$ cat src/rtl/core/fsbe_pkg.sv
package fsbe_pkg;

  localparam logic [5:0] MLEN_DOUBLE = 6'd52;
  localparam logic [5:0] MLEN_FLOAT  = 6'd23;
  localparam logic [1:0] SIGN_STORE  = 2'd2;

  localparam logic [2:0] REG_DOUBLE_MODE   = 3'd0;
  localparam logic [2:0] REG_SIGN_MODE     = 3'd1;
  localparam logic [2:0] REG_EXPONENT_BITS = 3'd2;
  localparam logic [2:0] REG_MANTISSA_BITS = 3'd3;
  localparam logic [2:0] REG_MIN_EXPONENT  = 3'd4;
  localparam logic [2:0] REG_FILL_ENABLE   = 3'd5;
  localparam logic [2:0] REG_FILL_PATTERN  = 3'd6;
  localparam logic [2:0] REG_FILL_CODE     = 3'd7;

  typedef struct packed {
    logic        double_mode;
    logic [1:0]  sign_mode;
    logic [3:0]  exponent_bits;
    logic [5:0]  mantissa_bits;
    logic [10:0] min_exponent;
    logic        fill_enable;
    logic [63:0] fill_pattern;
    logic [63:0] fill_code;
  } cfg_t;

  // after field split and mantissa shift
  typedef struct packed {
    logic        valid;
    logic        last;
    logic        is_fill;
    logic        sign;
    logic [10:0] expo;
    logic [51:0] mant_sh;
    logic        rnd;
  } split_t;

  // after rounding and exponent offset
  typedef struct packed {
    logic        valid;
    logic        last;
    logic        is_fill;
    logic        sign;
    logic [12:0] offset;
    logic [51:0] kept;
    logic        carry;
    logic [63:0] mask;
  } round_t;

  // kept mantissa bits, saturated to the format length
  function automatic logic [5:0] kept_bits(cfg_t c);
    logic [5:0] mlen;
    mlen = c.double_mode ? MLEN_DOUBLE : MLEN_FLOAT;
    return (c.mantissa_bits > mlen) ? mlen : c.mantissa_bits;
  endfunction

endpackage

$ cat src/rtl/core/fsbe_split.sv
module fsbe_split (
  input  logic            clk,
  input  logic            rst,
  input  fsbe_pkg::cfg_t  cfg,
  input  logic            in_valid,
  input  logic [63:0]     value_bits,
  input  logic            last_value,
  output fsbe_pkg::split_t s1
);
  import fsbe_pkg::*;

  logic [5:0]  mlen;
  logic [5:0]  m;
  logic [5:0]  shifts;
  logic [51:0] mant;
  logic [52:0] shifted;
  logic [63:0] vm;
  logic [63:0] pm;
  logic        v_mag_zero;
  logic        p_mag_zero;
  logic        match;

  always_comb begin
    mlen   = cfg.double_mode ? MLEN_DOUBLE : MLEN_FLOAT;
    m      = kept_bits(cfg);
    shifts = mlen - m;
    mant   = cfg.double_mode ? value_bits[51:0] : {29'd0, value_bits[22:0]};
    // bit 0 ends up as the first dropped bit, zero when nothing is dropped
    shifted = {mant, 1'b0} >> shifts;

    vm = cfg.double_mode ? value_bits : {32'd0, value_bits[31:0]};
    pm = cfg.double_mode ? cfg.fill_pattern : {32'd0, cfg.fill_pattern[31:0]};
    v_mag_zero = cfg.double_mode ? (vm[62:0] == 63'd0) : (vm[30:0] == 31'd0);
    p_mag_zero = cfg.double_mode ? (pm[62:0] == 63'd0) : (pm[30:0] == 31'd0);
    // plus and minus zero count as equal
    match = cfg.fill_enable && ((vm == pm) || (v_mag_zero && p_mag_zero));
  end

  always_ff @(posedge clk) begin
    if (rst) begin
      s1.valid <= 1'b0;
    end else begin
      s1.valid <= in_valid;
    end
    s1.last    <= last_value;
    s1.is_fill <= match;
    s1.sign    <= cfg.double_mode ? value_bits[63] : value_bits[31];
    s1.expo    <= cfg.double_mode ? value_bits[62:52] : {3'd0, value_bits[30:23]};
    s1.mant_sh <= shifted[52:1];
    s1.rnd     <= shifted[0];
  end

endmodule

$ cat src/rtl/core/fsbe_round.sv
module fsbe_round (
  input  logic             clk,
  input  logic             rst,
  input  fsbe_pkg::cfg_t   cfg,
  input  fsbe_pkg::split_t s1,
  output fsbe_pkg::round_t s2
);
  import fsbe_pkg::*;

  logic [5:0]  m;
  logic [52:0] kept;
  logic        carry;
  logic [12:0] offset;
  logic [6:0]  total;
  logic [63:0] mask;

  always_comb begin
    m      = kept_bits(cfg);
    kept   = {1'b0, s1.mant_sh} + {52'd0, s1.rnd};
    carry  = (kept == (53'd1 << m));
    // two's complement offset, sign-extended to 64 bits later
    offset = {2'd0, s1.expo} - {2'd0, cfg.min_exponent} + {12'd0, carry};
    total  = {6'd0, cfg.sign_mode == SIGN_STORE} + {3'd0, cfg.exponent_bits} + {1'b0, m};
    mask   = (total >= 7'd64) ? {64{1'b1}} : ((64'd1 << total[5:0]) - 64'd1);
  end

  always_ff @(posedge clk) begin
    if (rst) begin
      s2.valid <= 1'b0;
    end else begin
      s2.valid <= s1.valid;
    end
    s2.last    <= s1.last;
    s2.is_fill <= s1.is_fill;
    s2.sign    <= s1.sign;
    s2.offset  <= offset;
    s2.kept    <= kept[51:0];
    s2.carry   <= carry;
    s2.mask    <= mask;
  end

endmodule

$ cat src/rtl/core/fsbe_pack.sv
module fsbe_pack (
  input  logic             clk,
  input  logic             rst,
  input  fsbe_pkg::cfg_t   cfg,
  input  fsbe_pkg::round_t s2,
  output logic             done,
  output logic [63:0]      code,
  output logic             is_fill,
  output logic             last_code
);
  import fsbe_pkg::*;

  logic [5:0]  m;
  logic [63:0] hi;
  logic [63:0] res;

  always_comb begin
    m   = kept_bits(cfg);
    hi  = {63'd0, (cfg.sign_mode == SIGN_STORE) & s2.sign} << cfg.exponent_bits;
    res = (hi | {{51{s2.offset[12]}}, s2.offset}) << m;
    if (!s2.carry) begin
      res = res | {12'd0, s2.kept};
    end
  end

  always_ff @(posedge clk) begin
    if (rst) begin
      done <= 1'b0;
    end else begin
      done <= s2.valid;
    end
    code      <= s2.is_fill ? cfg.fill_code : (res & s2.mask);
    is_fill   <= s2.is_fill;
    last_code <= s2.last;
  end

endmodule

$ cat src/rtl/core/float_significant_bits_encoder_core.sv
// an item accepted at one clock edge passes the split, round and pack registers
// and shows its result with done high, accepted at the edge that ends that cycle
// throughput: one item per cycle, set by the three-stage split/round/pack pipe
// the receiver cannot stall, so busy stays low and the pipe always advances
// reset (synchronous) restores the config defaults and clears the valid bits of the pipe
module float_significant_bits_encoder_core (
  input  logic        clk,
  input  logic        rst,
  input  logic        start,
  output logic        busy,
  input  logic [63:0] value_bits,
  input  logic        last_value,
  input  logic        wr_en,
  input  logic [2:0]  wr_index,
  input  logic [63:0] wr_data,
  output logic        done,
  output logic [63:0] code,
  output logic        is_fill,
  output logic        last_code
);
  import fsbe_pkg::*;

  cfg_t   cfg;
  split_t s1;
  round_t s2;

  assign busy = 1'b0;

  always_ff @(posedge clk) begin
    if (rst) begin
      cfg.double_mode   <= 1'b1;
      cfg.sign_mode     <= SIGN_STORE;
      cfg.exponent_bits <= 4'd11;
      cfg.mantissa_bits <= MLEN_DOUBLE;
      cfg.min_exponent  <= 11'd0;
      cfg.fill_enable   <= 1'b0;
      cfg.fill_pattern  <= 64'd0;
      cfg.fill_code     <= 64'd0;
    end else if (wr_en) begin
      unique case (wr_index)
        REG_DOUBLE_MODE:   cfg.double_mode   <= wr_data[0];
        REG_SIGN_MODE:     cfg.sign_mode     <= wr_data[1:0];
        REG_EXPONENT_BITS: cfg.exponent_bits <= wr_data[3:0];
        REG_MANTISSA_BITS: cfg.mantissa_bits <= wr_data[5:0];
        REG_MIN_EXPONENT:  cfg.min_exponent  <= wr_data[10:0];
        REG_FILL_ENABLE:   cfg.fill_enable   <= wr_data[0];
        REG_FILL_PATTERN:  cfg.fill_pattern  <= wr_data;
        REG_FILL_CODE:     cfg.fill_code     <= wr_data;
      endcase
    end
  end

  fsbe_split u_split (
    .clk        (clk),
    .rst        (rst),
    .cfg        (cfg),
    .in_valid   (start && !busy),
    .value_bits (value_bits),
    .last_value (last_value),
    .s1         (s1)
  );

  fsbe_round u_round (
    .clk (clk),
    .rst (rst),
    .cfg (cfg),
    .s1  (s1),
    .s2  (s2)
  );

  fsbe_pack u_pack (
    .clk       (clk),
    .rst       (rst),
    .cfg       (cfg),
    .s2        (s2),
    .done      (done),
    .code      (code),
    .is_fill   (is_fill),
    .last_code (last_code)
  );

  a_enter: assert property (@(posedge clk) disable iff (rst)
    (start && !busy) |=> s1.valid)
    else $error("accepted item did not enter the pipe");

  a_stage2: assert property (@(posedge clk) disable iff (rst)
    s2.valid |-> $past(s1.valid))
    else $error("stage 2 valid without stage 1 item");

  a_latency: assert property (@(posedge clk) disable iff (rst)
    done |-> $past(start, 3))
    else $error("result without an item accepted three cycles earlier");

endmodule
$ cat config.mk
export PLATFORM = sky130hd
export DESIGN_NAME = float_significant_bits_encoder_core
export DESIGN_NICKNAME = d
export VERILOG_FILES = /design/src/rtl/core/fsbe_pkg.sv /design/src/rtl/core/fsbe_split.sv /design/src/rtl/core/fsbe_round.sv /design/src/rtl/core/fsbe_pack.sv /design/src/rtl/core/float_significant_bits_encoder_core.sv
export SDC_FILE = /design/constraint.sdc
export NUM_CORES = 1
export LEC_CHECK = 0
export ABC_CLOCK_PERIOD_IN_PS = 9000
export BUFFER_PORTS_ARGS = -buffer_cell sky130_fd_sc_hd__buf_2
export CELL_PAD_IN_SITES_DETAIL_PLACEMENT = 0
export CELL_PAD_IN_SITES_GLOBAL_PLACEMENT = 1
export CORE_MARGIN = 2
export CORE_UTILIZATION = 49
export CTS_CLUSTER_SIZE = 24
export DETAILED_ROUTE_END_ITERATION = 8
export HOLD_SLACK_MARGIN = 0.03
export PLACE_DENSITY_LB_ADDON = 0.1
export SYNTH_ARGS = -nofsm -noshare
export SYNTH_HDL_FRONTEND = slang
export SYNTH_SLANG_ARGS = --single-unit
$ cat constraint.sdc
create_clock -name clk -period 9 [get_ports clk]
set_clock_uncertainty 0.15 [all_clocks]
set_input_delay 0.45 -clock clk [delete_from_list [all_inputs] [get_ports clk]]
set_output_delay 0.45 -clock clk [all_outputs]
set_load 0.02 [all_outputs]
Yosys cells after proc, flatten, opt, wreduce, memory -nomap -nowiden
Cells that the tools add are included.
Operators by class
  add/subtract/negate cells: 7
  magnitude comparators: 2
  equality and inequality tests: 10
  shift operators: 5
  multiplexer cells: 11
  bitwise logic cells: 4
  reductions and logical operators: 16
Operators with widths (number)
  2-to-1 mux 64 bit: 4
  zero test 63 bit: 2
  AND 64 bit: 1
  == test 64 bit: 1
  bitwise OR 64 x 52 -> 64 bit: 1
  bitwise OR 64 bit: 1
  left shift 1 x 4 -> 64 bit: 1
  left shift 1 x 6 -> 64 bit, first input constant: 1
  left shift 64 x 6 -> 64 bit: 1
  subtractor 64 x 1 -> 64 bit, second input constant: 1
  zero test 31 bit: 2
  adder 52 x 1 -> 53 bit: 1
  == test 53 bit: 1
  left shift 1 x 6 -> 53 bit, first input constant: 1
  >> shifter 53 x 6 -> 53 bit: 1
  2-to-1 mux 52 bit: 1
  AND reduction 2 bit: 8
  adder 13 x 1 -> 13 bit: 1
  == test 3 bit, second input constant: 4
  2-to-1 mux 6 bit: 2
  subtractor 11 x 11 -> 12 bit: 1
  2-to-1 mux 8 bit: 1
  adder 7 x 6 -> 7 bit: 1
  >= comparator 7 bit, second input constant: 1
  other kinds (11): 15
Storage, ports and cells
  bits in registers: 422
  input bits: 136
  output and inout bits: 68

Logic depth before layout (Yosys ltp)
Gate-level depths: netlist of run 1.
  depth in word-level cells: 9
  mapped depth: 29
  depth with buffers taken out: 21

Hierarchy
From an unflattened synthesis of run 1, not the netlist that was laid out.
Unflattened totals
  cells, all modules: 2917
  area, all modules: 25099.1 um2
Modules (own cells, without submodules)
  fsbe_round: instances 1, cells an instance 937, area an instance 7523.5 um2
  float_significant_bits_encoder_core: instances 1, cells an instance 587, area an instance 6411.1 um2
  fsbe_split: instances 1, cells an instance 719, area an instance 5989.5 um2
  fsbe_pack: instances 1, cells an instance 674, area an instance 5175.0 um2

Worst setup path before layout of run 1
No wires, ideal clock.
  kind: reg2reg
  start point: register cfg[152] (netlist name)
  end point: register u_round.s2[18] (netlist name)
  setup time: 129 ps
  data arrival time: 5125 ps
  path slack: 3596 ps
  stages on the path, launching flop included: 28
  clock period less this slack: 5404 ps
  path through: dfxtp_1 buf_2 inv_2 ha_1 and4b_1 o21a_1 o21ai_1 and2_1 buf_2 inv_2 buf_2 ha_1 fa_1 and3_1 nor3_2 nor2_1 clkbuf_1 nor2_1 nand2_1 ha_1 clkbuf_1 inv_1 a211o_1 buf_2 a21o_1 buf_2 xor2_1 nand2_1
Between the ends
  cells in the longest elaborated chain, start to end: 6
Ends and longest elaborated chain
  2-to-1 mux 6 bit (*): RTL line fsbe_pkg.sv:53  | mlen = c.double_mode ? MLEN_DOUBLE : MLEN_FLOAT;
  greater-than comparator 6 bit: RTL line fsbe_pkg.sv:54  | return (c.mantissa_bits > mlen) ? mlen : c.mantissa_bits;
  2-to-1 mux 6 bit (*): RTL line fsbe_pkg.sv:54
  adder 7 x 6 -> 7 bit (*): RTL line fsbe_round.sv:23  | total = {6'd0, cfg.sign_mode == SIGN_STORE} + {3'd0, cfg.exponent_bits} + {1'b0, m};
  left shift 1 x 6 -> 64 bit: RTL line fsbe_round.sv:24  | mask = (total >= 7'd64) ? {64{1'b1}} : ((64'd1 << total[5:0]) - 64'd1);
  subtractor 64 x 1 -> 64 bit: RTL line fsbe_round.sv:24
Every way passes the cells marked *; elsewhere a longest branch is shown, timed or not.
A chain may end at the register's enable or synchronous reset.

Final worst setup path of run 1
  start point: register cfg[145] (netlist name)
  end point: register u_round.s2[30] (netlist name)
Between the ends
  cells in the longest elaborated chain, start to end: 5
Ends and longest elaborated chain (RTL line)
  greater-than comparator 6 bit: fsbe_pkg.sv:54
  2-to-1 mux 6 bit (*): fsbe_pkg.sv:54
  adder 7 x 6 -> 7 bit (*): fsbe_round.sv:23
  left shift 1 x 6 -> 64 bit: fsbe_round.sv:24
  subtractor 64 x 1 -> 64 bit: fsbe_round.sv:24
Marks and branches as above.

==> out/metrics.yaml, run 1 <==
outcome:
  status: "finished clean"
critical_path:
  r2r_end: "u_round.s2[30]"
  cp-start-kind: "flop"
  cp_top_family: "compound AO/OA/AOI/OAI gates"
  cp.buffers_inverters: 1
  regToRegSetupSlack_ns: 1.64
  crit_type: "flop to flop"
  max_stage_delay_ns: 0.74
  reg2regPathDepth: 18
  critPathArrivalTime_ns: 7.71
  crit_cells: 18
  crit_start: "cfg[145]"
  required_ns: 9.36
  cp-end-kind: "flop"
  cp-endpoint: "u_round.s2[30]"
  crit_slowest_cell: "ha_1"
  critPathMaxFanout: 19
  worstPathCellList: "ha_1, nor3b_1, a21oi_2, nand2_1, ha_1, nand3_1, and2_1, o21a_1, o21ai_1, nand2_1, nor2_1, nand2_1, ha_1, inv_1, a211o_1, a21o_1, a31oi_1, a311o_1"
  r2r_start: "cfg[145]"
sta:
  setup_viol: 0
  finalCritPeriodShare_pct: 81.8
  worst_slew_pin_slew_ns: 1.25
  fin_crit_ns: 7.36
  finalWorstSetupSlack_ns: 1.64
  rsz0062_at_grt: "no"
  fmax_ghz: 0.136
  max_slew_margin_pct: 16.2
  hold_violations: 0
  setup_tns_ns: 0
  whs_ns: 0.0767
  slew_viol_final: 0
routing:
  dr.pass1.iters: 6
  vias: 25900
  first_iter_violations: 4144
  drc: 0
  drt_wl_total_um: 110000
  via_per_inst: 6.51
  antenna_left: 0
  wire_per_inst_um: 27.7
yosys:
  synth_warnings: 0
  synth_edf_count: 0
  synth_area_per_cell_sq_um: 7.77
  yosysSeqAreaShare_pct: 34.9
  synth-xor-area-share_pct: 6.32
  synthCells: 3117
  synth-simple-area-share_pct: 24.3
  synth_mux_area_share_pct: 7.03
  netlist_area_sq_um: 24200
  synth_top_family_by_area: "simple AND/OR/NAND/NOR gates"
  ys.flop_type: "dfxtp_1"
  synth_fa_ha_area_share_pct: 1.75
  synth_nets: 3285
  async_flop_share_pct: 0
  ys_ff_latch: 422
  synth_compound_gate_area_share_pct: 21.0
  yosys.cell_types.count: 108
cells_and_area:
  final_core_util_pct: 57.2
  layout-drive-gt1-share_pct: 13.4
  layout.cells.non_filler: 3971
  final_area_sq_um: 27900
  areaGrowthSynthToFinish_pct: 15.5
  nets: 3438
power:
  switchingPower_mw: 3.09
  peakVddDrop_v: 0.000180
  finalPower_mw: 7.56
  p_leak_nw: 10.7
  combPwrFrac_pct: 37.0
  p_int_mw: 4.47
  p_seq_share_pct: 35.6
  cellPowerDensity_nw_per_um2: 270
  p_sw_share_pct: 40.9
  clockPowerShare_pct: 27.4
global_route:
  grt_usage_pct: 42.0
  overflow: 0
  grt_pass1_wl_um: 158000
  antenna_found_initial: 3
  first_global_vias: 23500
  grt_max_degree: 78
clock_network:
  cts.sinks: 422
  clockRootBuffer: "clkbuf_16"
  cts_resized: 0
  cts_tree: "built"
  clk_pin_slew_ns: 0.06
  clk_latency_ns: 0.61
  htreeDepth: 2
  clock_path_buffers: 3
  numCtsBuffers: 46
run:
  cap_violations: 0
placement:
  gp_congestion: 1.06
  placed_cells: 3815
  post_dp_cell_area_sq_um: 25600
  io_buffers: 202
  hpwlAfterDp_um: 84500
  dp_slack_ns: 1.99
floorplan:
  fp-row-count: 81
  io_pins: 204
  dieArea_sq_um: 51200
  die_width_um: 226
  coreArea_sq_um: 48800
  initial_core_util_pct: 49.5
  die_y_um: 226
min_path:
  hold_class: "input port to flop"
worst min path at each step:
| stage | startpoint | to | slack [ns] | depth (start not counted) |
|---|---|---|---|---|
| after CTS | wr_data[3] | cfg[132] | 0.07 | 3 |
| after global placement | u_split.s1[66] | u_round.s2[132] | 0.16 | 0 |
| after global routing | wr_data[5] | cfg[5] | 0.08 | 3 |
| after floorplan | u_round.s2[132] | u_pack.last_code | 0.16 | 0 |
| final | wr_data[3] | cfg[132] | 0.08 | 3 |
| after detailed placement | u_round.s2[132] | u_pack.last_code | 0.16 | 0 |
kinds of logic after synthesis:
| logic type | after synthesis |
|---|---|
| XOR/XNOR | 169 |
| AND/OR/NAND/NOR | 1252 |
| adder cells (fa/ha/maj) | 32 |
| flip-flops | 422 |
| other | 1 |
| buffers and inverters | 279 |
| multiplexers | 157 |
| AO/OA/AOI/OAI | 805 |
metal layers:
| metal | wire length, um | up-vias | track usage [%] |
|---|---|---|---|
| li1 | - | 11500 | - |
| met1 | 45000 | 12200 | 57.9 |
| met2 | 45200 | 1818 | 60.9 |
| met3 | 13900 | 303 | 11.2 |
| met4 | 6000 | 0 | 19.0 |
| met5 | 0 | - | 2.05 |
worst register-to-register path, delay by kind of cell, from the launching register on:
family          cells  cell delay (ns)
fa+ha+maj           3             1.58
simple gates        7             2.33
buf+inv             1             0.12
compound gates      7             2.37
flops               1             0.72
power by group through the flow:
stage,Sequential (mW),Combinational (mW),Clock (mW)
final,2.69,2.80,2.07
after floorplan,2.75,1.52,0
after global placement,2.70,2.66,0
after global routing,2.71,2.94,2.14
after detailed placement,2.71,2.66,0
after CTS,2.67,2.69,2.06
layout make-up:
class,instances,area [sq um]
antenna,3,7.51
clock buffer,58,1260
clock inverter,24,367
fill,4583,20900
inverter,68,255
multi-input combinational,2416,14700
sequential,422,8450
tap,664,831
timing repair buffer,316,2050
sequential cells by signal (all words and copies together) (netlist names):
register / cells
u_pack.is_fill: 1
u_round.s2: 134
u_pack.last_code: 1
u_pack.done: 1
u_pack.code: 64
cfg: 153
u_split.s1: 68
Yosys cell counts (17+ instances only):
master,n,area share (%)
buf_2,24,0.50
nor3_1,72,1.5
clkbuf_1,153,2.4
buf_1,28,0.43
o211ai_1,31,0.96
nor2b_1,23,0.59
mux2_2,34,1.6
nand3_1,100,2.1
and3_1,26,0.67
mux2i_1,116,4.8
a221oi_1,17,0.62
nand4_1,64,1.7
nand2b_1,20,0.52
and2_1,26,0.67
nor2_1,250,3.9
inv_1,63,0.98
dfxtp_1,422,35
a211oi_1,41,1.3
o21ai_0,147,3.0
o31ai_1,17,0.53
o22ai_1,27,0.70
xnor2_1,111,4.0
a21oi_1,310,6.4
a31oi_1,27,0.70
xor2_1,53,1.9
ha_1,29,1.5
nand2_1,530,8.2
nor4_1,62,1.6
placed cells by master (no fill, tap or decap), types with 10 or more instances in the layout:
cell type | synthesis | layout
nand2_1 | 530 | 530
dfxtp_1 | 422 | 420
a21oi_1 | 310 | 310
nor2_1 | 250 | 245
buf_2 | 24 | 201
o21ai_0 | 147 | 146
mux2i_1 | 116 | 116
xnor2_1 | 111 | 106
nand3_1 | 100 | 100
nor3_1 | 72 | 72
dlygate4sd3_1 | 0 | 71
nand4_1 | 64 | 64
inv_1 | 63 | 63
nor4_1 | 62 | 62
xor2_1 | 53 | 52
clkbuf_16 | 0 | 46
buf_4 | 2 | 44
a211oi_1 | 41 | 41
mux2_2 | 34 | 34
o211ai_1 | 31 | 31
ha_1 | 29 | 28
a31oi_1 | 27 | 27
o22ai_1 | 27 | 27
and2_1 | 26 | 26
and3_1 | 26 | 26
nor2b_1 | 23 | 23
nand2b_1 | 20 | 20
o31ai_1 | 17 | 17
a221oi_1 | 17 | 17
a21o_1 | 16 | 16
or3_1 | 15 | 15
a22oi_1 | 13 | 13
o311ai_0 | 13 | 13
a32oi_1 | 11 | 11
a211o_1 | 11 | 11
a31o_2 | 10 | 10
o221ai_1 | 10 | 10
timing repair:
item	4_1_cts	5_1_grt
setup endpoints to repair	0	0
hold endpoints to repair	134	0
buffers inserted	0	0
hold buffers	71	0
Power figures use the tool's default switching activity.
==> run 2, diff against run 1 <==
--- a/config.mk
+++ b/config.mk
@@ -5,12 +5,12 @@
 export SDC_FILE = /design/constraint.sdc
 export NUM_CORES = 1
 export LEC_CHECK = 0
-export ABC_CLOCK_PERIOD_IN_PS = 9000
+export ABC_CLOCK_PERIOD_IN_PS = 6310
 export BUFFER_PORTS_ARGS = -buffer_cell sky130_fd_sc_hd__buf_2
 export CELL_PAD_IN_SITES_DETAIL_PLACEMENT = 0
 export CELL_PAD_IN_SITES_GLOBAL_PLACEMENT = 1
 export CORE_MARGIN = 2
-export CORE_UTILIZATION = 49
+export CORE_UTILIZATION = 41
 export CTS_CLUSTER_SIZE = 24
 export DETAILED_ROUTE_END_ITERATION = 8
 export HOLD_SLACK_MARGIN = 0.03
==> constraint.sdc (replaced) <==
create_clock -name clk -period 6.31 [get_ports clk]
set_clock_uncertainty 0.15 [all_clocks]
set_input_delay 0.3155 -clock clk [delete_from_list [all_inputs] [get_ports clk]]
set_output_delay 0.3155 -clock clk [all_outputs]
set_load 0.02 [all_outputs]
==> run 2 against run 1 <==
Compared with the run above: combinational power up 45%; critical path type unchanged; power up 45%; maximum frequency up 21%; final cell count up 4.1%; critical path depth down 2; first-iteration DRC count down 27%; sequential cell count unchanged; global-route usage down 4.5 points; clock-buffer cell count unchanged; non-clock buffer count up 50; hold slack worse by 0.022 ns; die area up 19%.
==> out/metrics.yaml, run 2 (same netlist as run 1, synthesis figures left out) <==
clock_network:
  htreeDepth: 2
  clk_latency_ns: 0.62
  clk_pin_slew_ns: 0.07
  cts.sinks: 422
  cts_tree: "built"
  clockRootBuffer: "clkbuf_16"
  numCtsBuffers: 46
  clock_path_buffers: 3
sta:
  finalWorstSetupSlack_ns: 0.203
  setup_viol: 0
  setup_tns_ns: 0
  rsz0062_at_grt: "no"
  slew_viol_final: 0
  fin_crit_ns: 6.11
  whs_ns: 0.0545
  max_slew_margin_pct: 22.6
  fmax_ghz: 0.164
  finalCritPeriodShare_pct: 96.8
  hold_violations: 0
  worst_slew_pin_slew_ns: 1.15
global_route:
  first_global_vias: 23700
  grt_usage_pct: 37.5
  overflow: 0
  grt_max_degree: 78
  antenna_found_initial: 13
  grt_pass1_wl_um: 167000
power:
  finalPower_mw: 11.0
  peakVddDrop_v: 0.000323
  cellPowerDensity_nw_per_um2: 384
  p_leak_nw: 11.0
routing:
  first_iter_violations: 3045
  dr.pass1.iters: 5
  drt_wl_total_um: 117000
  antenna_left: 0
  vias: 25600
  via_per_inst: 6.21
  wire_per_inst_um: 28.3
  drc: 0
min_path:
  hold_class: "input port to flop"
floorplan:
  die_width_um: 247
  io_pins: 204
  coreArea_sq_um: 58700
  dieArea_sq_um: 61000
  fp-row-count: 89
  die_y_um: 247
  initial_core_util_pct: 41.2
critical_path:
  critPathMaxFanout: 20
  cp-start-kind: "flop"
  cp-endpoint: "u_round.s2[57]"
  r2r_start: "cfg[142]"
  required_ns: 6.65
  cp_top_family: "compound AO/OA/AOI/OAI gates"
  crit_slowest_cell: "fa_1"
  reg2regPathDepth: 16
  worstPathCellList: "and4b_1, o21ai_2, a22oi_1, and2_1, inv_2, ha_1, fa_1, nand2_1, or3_1, o21ai_0, a2111oi_0, o311ai_2, o221ai_2, nor3_4, nor4_1, a211o_1"
  regToRegSetupSlack_ns: 0.20
  crit_cells: 16
  cp.buffers_inverters: 1
  crit_start: "cfg[142]"
  max_stage_delay_ns: 0.87
  cp-end-kind: "flop"
  crit_type: "flop to flop"
  r2r_end: "u_round.s2[57]"
  critPathArrivalTime_ns: 6.45
placement:
  post_dp_cell_area_sq_um: 26000
  hpwlAfterDp_um: 91800
  placed_cells: 3957
  io_buffers: 202
  dp_slack_ns: 0.424
  gp_congestion: 1.03
cells_and_area:
  final_core_util_pct: 48.8
  layout-drive-gt1-share_pct: 14.4
  mostFrequentLayoutCell: "nand2_1"
  largest_reg_flops: 153
  top_regs: "cfg: 153 flops, u_round.s2: 134 flops, u_split.s1: 68 flops"
  most-common-layout-cells: "nand2_1 (530), dfxtp_1 (420), a21oi_1 (310)"
  top_register: "cfg"
  final_area_sq_um: 28600
  layout.cells.non_filler: 4132
  nets: 3488
  areaGrowthSynthToFinish_pct: 18.3
outcome:
  status: "finished clean"
run:
  cap_violations: 0
[run 2: cell type report]
cell class	instances	area [sq um]
multi-input combinational	2416	14700
sequential	422	8450
inverter	68	255
clock buffer	58	1280
clock inverter	27	457
fill	5825	30000
tap	773	967
timing repair buffer	366	2490
antenna	2	5.00
[run 2: tightest hold or removal path, delay by kind of cell]
kind | cells | cell delay [ns]
buf+inv | 1 | 0.14
compound gates | 1 | 0.05
simple gates | 3 | 0.26
[run 2: metal layers]
layer  up-vias  routed length [um]  global-route usage [%]
met5         -                  55                       0
met4         8                6040                    17.0
met3       237               11000                    6.84
met2      1483               49200                    55.8
met1     12300               50700                    52.4
li1      11600                   -                       -
[run 2: worst min path at each step]
stage,endpoint,cells past startpoint,slack (ns),from
floorplan,u_pack.last_code,0,0.16,u_round.s2[132]
global placement,u_round.s2[132],0,0.16,u_split.s1[66]
detailed placement,u_round.s2[130],0,0.16,u_split.s1[64]
CTS,cfg[3],5,0.03,wr_index[0]
global route,cfg[3],5,0.08,wr_index[0]
finish,cfg[3],5,0.05,wr_index[0]
[run 2: what timing repair did]
action,CTS,global route
endpoints found under the hold margin,160,0
gates resized for setup,0,0
hold buffers,88,0
buffers inserted,0,0
[run 2: power breakdown]
part           switching, mW  total [mW]  internal (mW)
logic                   2.73        4.06           1.34
registers              0.479        3.84           3.36
clock network           1.25        3.08           1.83
total                   4.46        11.0           6.53
